### src/rtl/core/msq_pkg.sv
package msq_pkg;

  localparam int RING_DEPTH = 256;
  localparam int SLOT_W     = $clog2(RING_DEPTH);
  localparam int CNT_W      = $clog2(RING_DEPTH + 1);

  localparam logic REQ_APPEND = 1'b0;
  localparam logic REQ_POP    = 1'b1;

  localparam logic ST_DONE     = 1'b0;
  localparam logic ST_REJECTED = 1'b1;

  typedef struct packed {
    logic               req_type;
    logic signed [63:0] decode_ts;
    logic [31:0]        sample_duration;
    logic [23:0]        data_length;
    logic               is_key;
    logic [31:0]        timing_dur_us;
    logic signed [63:0] pts_us;
    logic [8:0]         pop_count;
  } msq_req_t;

  typedef struct packed {
    logic               status;
    logic [7:0]         first_slot;
    logic signed [63:0] batch_start_ts;
    logic signed [63:0] batch_end_ts;
    logic [47:0]        batch_duration;
    logic [31:0]        batch_size;
    logic [8:0]         batch_count;
    logic               batch_independent;
    logic [47:0]        batch_timing_us;
    logic signed [63:0] batch_highest_pts;
  } msq_rsp_t;

  // one stored descriptor
  typedef struct packed {
    logic signed [63:0] dts;
    logic [31:0]        dur;
    logic [23:0]        len;
    logic               key;
    logic [31:0]        tim;
    logic signed [63:0] pts;
  } msq_entry_t;

  // ring port control
  typedef struct packed {
    logic              we;
    logic [SLOT_W-1:0] waddr;
    logic [SLOT_W-1:0] raddr;
  } msq_ram_ctl_t;

endpackage

### src/rtl/core/msq_accum.sv
// Shared accumulate/compare unit: one entry folded in per cycle while en is high.
module msq_accum
  import msq_pkg::*;
(
  input  logic               clk,
  input  logic               clr,
  input  logic               en,
  input  msq_entry_t         ent,
  output logic signed [63:0] acc_end,
  output logic [47:0]        acc_dur,
  output logic [31:0]        acc_sz,
  output logic [47:0]        acc_tim,
  output logic signed [63:0] acc_hi
);

  logic first;

  always_ff @(posedge clk) begin
    if (clr) begin
      first   <= 1'b1;
      acc_dur <= '0;
      acc_sz  <= '0;
      acc_tim <= '0;
      acc_end <= '0;
      acc_hi  <= '0;
    end else if (en) begin
      first   <= 1'b0;
      acc_end <= ent.dts + 64'(ent.dur);
      acc_dur <= acc_dur + 48'(ent.dur);
      acc_sz  <= acc_sz + 32'(ent.len);
      acc_tim <= acc_tim + 48'(ent.tim);
      if (first || (ent.pts > acc_hi)) begin
        acc_hi <= ent.pts;
      end
    end
  end

endmodule

### config.mk
export PLATFORM = sky130hd
export DESIGN_NAME = msq_accum
export DESIGN_NICKNAME = d
export VERILOG_FILES = /design/src/rtl/core/msq_pkg.sv /design/src/rtl/core/msq_accum.sv
export SDC_FILE = /design/constraint.sdc
export NUM_CORES = 1
export LEC_CHECK = 0
export BUFFER_PORTS_ARGS = -buffer_cell sky130_fd_sc_hd__buf_4
export CORE_MARGIN = 8
export CORE_UTILIZATION = 55
export CTS_BUF_LIST = sky130_fd_sc_hd__clkbuf_8
export CTS_CLUSTER_SIZE = 16
export DETAILED_ROUTE_END_ITERATION = 8
export GPL_TIMING_DRIVEN = 0
export PLACE_DENSITY = 0.83
export SETUP_SLACK_MARGIN = 0.1
export SYNTH_ARGS = -nofsm -noshare
export SYNTH_HDL_FRONTEND = slang
export SYNTH_SLANG_ARGS = --single-unit
### constraint.sdc
create_clock -name clk -period 4.52 [get_ports clk]
set_input_delay 0.226 -clock clk [delete_from_list [all_inputs] [get_ports clk]]
set_output_delay 0.226 -clock clk [all_outputs]
set_load 0.02 [all_outputs]
==> metrics.txt <==
outcome=complete, no violations; global placement routability congestion=0.958; P&R area growth vs syn=33.1%; hold endpoint=acc_tim[0]; Mapped Area=approximately 0.018 mm2; initial antenna violation count=2; FP Rows=66; hold_sp=ent[64]; Critical Path RT=about 5.0 ns; post-synthesis async set-or-reset flop share=0%; total track usage=36.8%; top_reg_cell synth=dfxtp_1; 1st-iter DRT viols=1308; max_cap viols=0; htree depth=2; Post-CTS Resized=0; final net count=roughly 3200; TritonCTS clock tree=done; final WL=73900 um; # port buffers=approximately 470; CP Class=flop to flop; RR Startpoint=acc_hi[59]; CTS sink cnt=257; post-synth net total=2561; Startpoint Class=flop; drt drc=0; Die W=approximately 200 um; reg2reg path depth=13; Max Clk Rate=about 270 MHz; Setup Viol. Count Final=0; ANT nets after route=0; first-pass GRT wire length=113000 um; fin crit period=3.76 ns; share of layout cells above drive strength 1=a little over a fifth; Seq cells post-synth=~260; Final Cycle Share=between 80% and 90%; crit path max fanout=10; largest net degree at the start of global routing=13; GRT overflow=0; Fin Setup TNS=0 ns; RSZ-0062 raised after global routing=false; Final Power=approximately 8.2 mW; Setup crit end kind=flop; # IOs=476; Final Hold Fails=0; dpl hpwl=54200 um; total number of vias=19701; Syn Inst Count=between 2000 and 2500; worst skew pair latency=0.59 ns; EDFF count, synth=0; worst path arrival time=4.23 ns; Least-Margin Pin Slew=1.10 ns; vias in the first global route=20310; Max VDD drop=0.000269 V; P_leak=11.0 nW; Clock Tree Buf Depth=3; TritonCTS Buffers=47; syn avg cell area=between 8 and 9 um2; root cell of the clock tree=clkbuf_8; Die ar.=~0.038 mm2; Fin Clk Skew=about 0.044 ns; Reg2Reg Setup Slack=approximately 0.76 ns; CORE AREA=0.0322 mm2; Cell Pwr Density=345 mW/mm2; Min-Delay Path Class=primary input to flop; hold depth=4; max_slew headroom=a little over a quarter; Via density=~6; Distinct cells, synth=80; Seq/Total Area, Yosys=28.9%; Final Slew Violations=0; initial core utilization=between 50% and 60%; worst r2r dst=acc_hi[40]; Die Y-Extent=196 um; iteration count of the initial detailed-routing pass=6; clock slew at reported path FFs=0.07 ns; drt wl/cell=23.1 um; Synth Warn #=0
[power by group]
group / total [mW] / internal (mW) / switching (mW)
Clock: 2.26 / 1.17 / 1.08
Combinational: 3.21 / 1.36 / 1.85
Sequential: 2.71 / 2.49 / 0.214
[metrics by stage]
stage / cells / util, % / area, um2 / hold WS [ns] / setup slack [ns]
after floorplan: 2153 / - / 17800 / 0.373 / 1.46
after global placement: 3033 / 67.8 / 21800 / 0.447 / 1.15
after detailed placement: 3033 / 67.8 / 21800 / 0.452 / 1.08
after CTS: 3206 / 73.5 / 23700 / 0.00975 / 1.13
after global routing: 3207 / 73.5 / 23700 / 0.0399 / 0.628
final: 3207 / 73.5 / 23700 / 0.0365 / 0.757
[cell families (layout without fill, tap and decap cells)]
group | count (synthesis) | after routing | share of synthesized area (%)
compound gates | 544 | 544 | 20.2
flops | 257 | 257 | 28.9
other cells | 0 | 1 | 0
fa+ha+maj | 188 | 188 | 13.4
mux | 128 | 128 | 7.27
buf+inv | 191 | 836 | 4.70
simple gates | 711 | 711 | 18.8
xor+xnor | 134 | 134 | 6.60
[routing by layer]
metal | GRT usage, % | routed length, um | vias up
li1 | - | - | 8989
met5 | 0 | 13 | -
met2 | 62.2 | 34300 | 1132
met1 | 40.1 | 26900 | 9242
met3 | 9.89 | 7380 | 336
met4 | 24.9 | 5370 | 2
[flip-flops by register name, indices dropped and copies added, names as in the netlist]
name and cells:
acc_end 64, acc_dur 48, acc_tim 48, first 1, acc_hi 64, acc_sz 32
[synthesized netlist by cell type, types with 24 or more instances]
cell type	number	area, um2
o21a_1	26	195
nor2_1	287	1080
or3_1	24	150
xor2_1	49	429
o21ai_0	83	415
a21o_1	67	503
clkbuf_1	59	221
dfxtp_1	257	5140
nor2b_1	27	169
inv_1	104	390
nand3_1	54	270
xnor2_1	85	744
a211oi_1	57	428
ha_1	184	2300
nand4_1	37	231
nand2_1	142	533
mux2i_1	119	1190
a21oi_1	155	776
nor3_1	33	165
and3_1	28	175
[layout by cell type (no fill, tap or decap), types with 7 or more instances in the layout]
cell,Yosys,routed
dfxtp_1,257,257
nand4_1,37,37
nand2_1,142,142
a31o_2,15,15
nand3_1,54,54
ha_1,184,184
a31oi_1,16,16
mux2_1,7,7
xor2_1,49,49
buf_4,1,473
nor2b_1,27,27
o21ai_1,16,16
o211ai_1,11,11
nor4_1,12,12
or3_1,24,24
clkinv_2,0,9
o2111ai_1,8,8
dlygate4sd3_1,0,92
clkbuf_8,0,59
nand3b_1,7,7
buf_1,11,11
a21o_1,67,67
nor2_1,287,287
o21bai_1,13,13
and3_1,28,28
a21oi_1,155,155
o31ai_1,8,8
and2_1,19,19
nand2b_1,12,12
a211oi_1,57,57
o21ai_0,83,83
o21a_1,26,26
mux2i_1,119,119
nor3_1,33,33
clkbuf_1,59,59
buf_2,8,8
xnor2_1,85,85
inv_1,104,115
[worst max-delay path, stage by stage (launching register included)]
cell	delay (ns)
dfxtp_1	0.38
inv_1	0.06
ha_1	0.32
nand4_1	0.16
or4_4	0.62
nor4_4	0.53
nand4_2	0.21
a31oi_2	0.24
nor4_1	0.10
nor3b_2	0.21
buf_6	0.24
buf_12	0.18
mux2i_1	0.31
nor2_1	0.09
[worst max-delay path by stage]
stage	cells past startpoint	slack (ns)	from	end
global route	13	0.63	acc_hi[59]	acc_hi[26]
detailed placement	11	1.08	ent[127]	acc_end[39]
global placement	11	1.15	ent[127]	acc_end[45]
floorplan	13	1.46	acc_hi[59]	acc_hi[58]
CTS	13	1.13	acc_hi[59]	acc_hi[24]
finish	13	0.76	acc_hi[59]	acc_hi[40]
[timing repair]
action | 4_1_cts | 5_1_grt
hold endpoints to repair | 92 | 0
hold buffers | 92 | 0
setup endpoints to repair | 0 | 0
setup buffers | 0 | 0
[layout make-up]
cell class	instances	area (um2)
Antenna cell	1	2.50
Inverter	105	394
Timing Repair Buffer	564	4460
Multi-Input combinational cell	1705	11800
Tap cell	408	510
Fill cell	2448	8540
Buffer	86	442
Clock buffer	59	812
Sequential cell	257	5140
Clock inverter	22	103
Power figures use the tool's default switching activity.
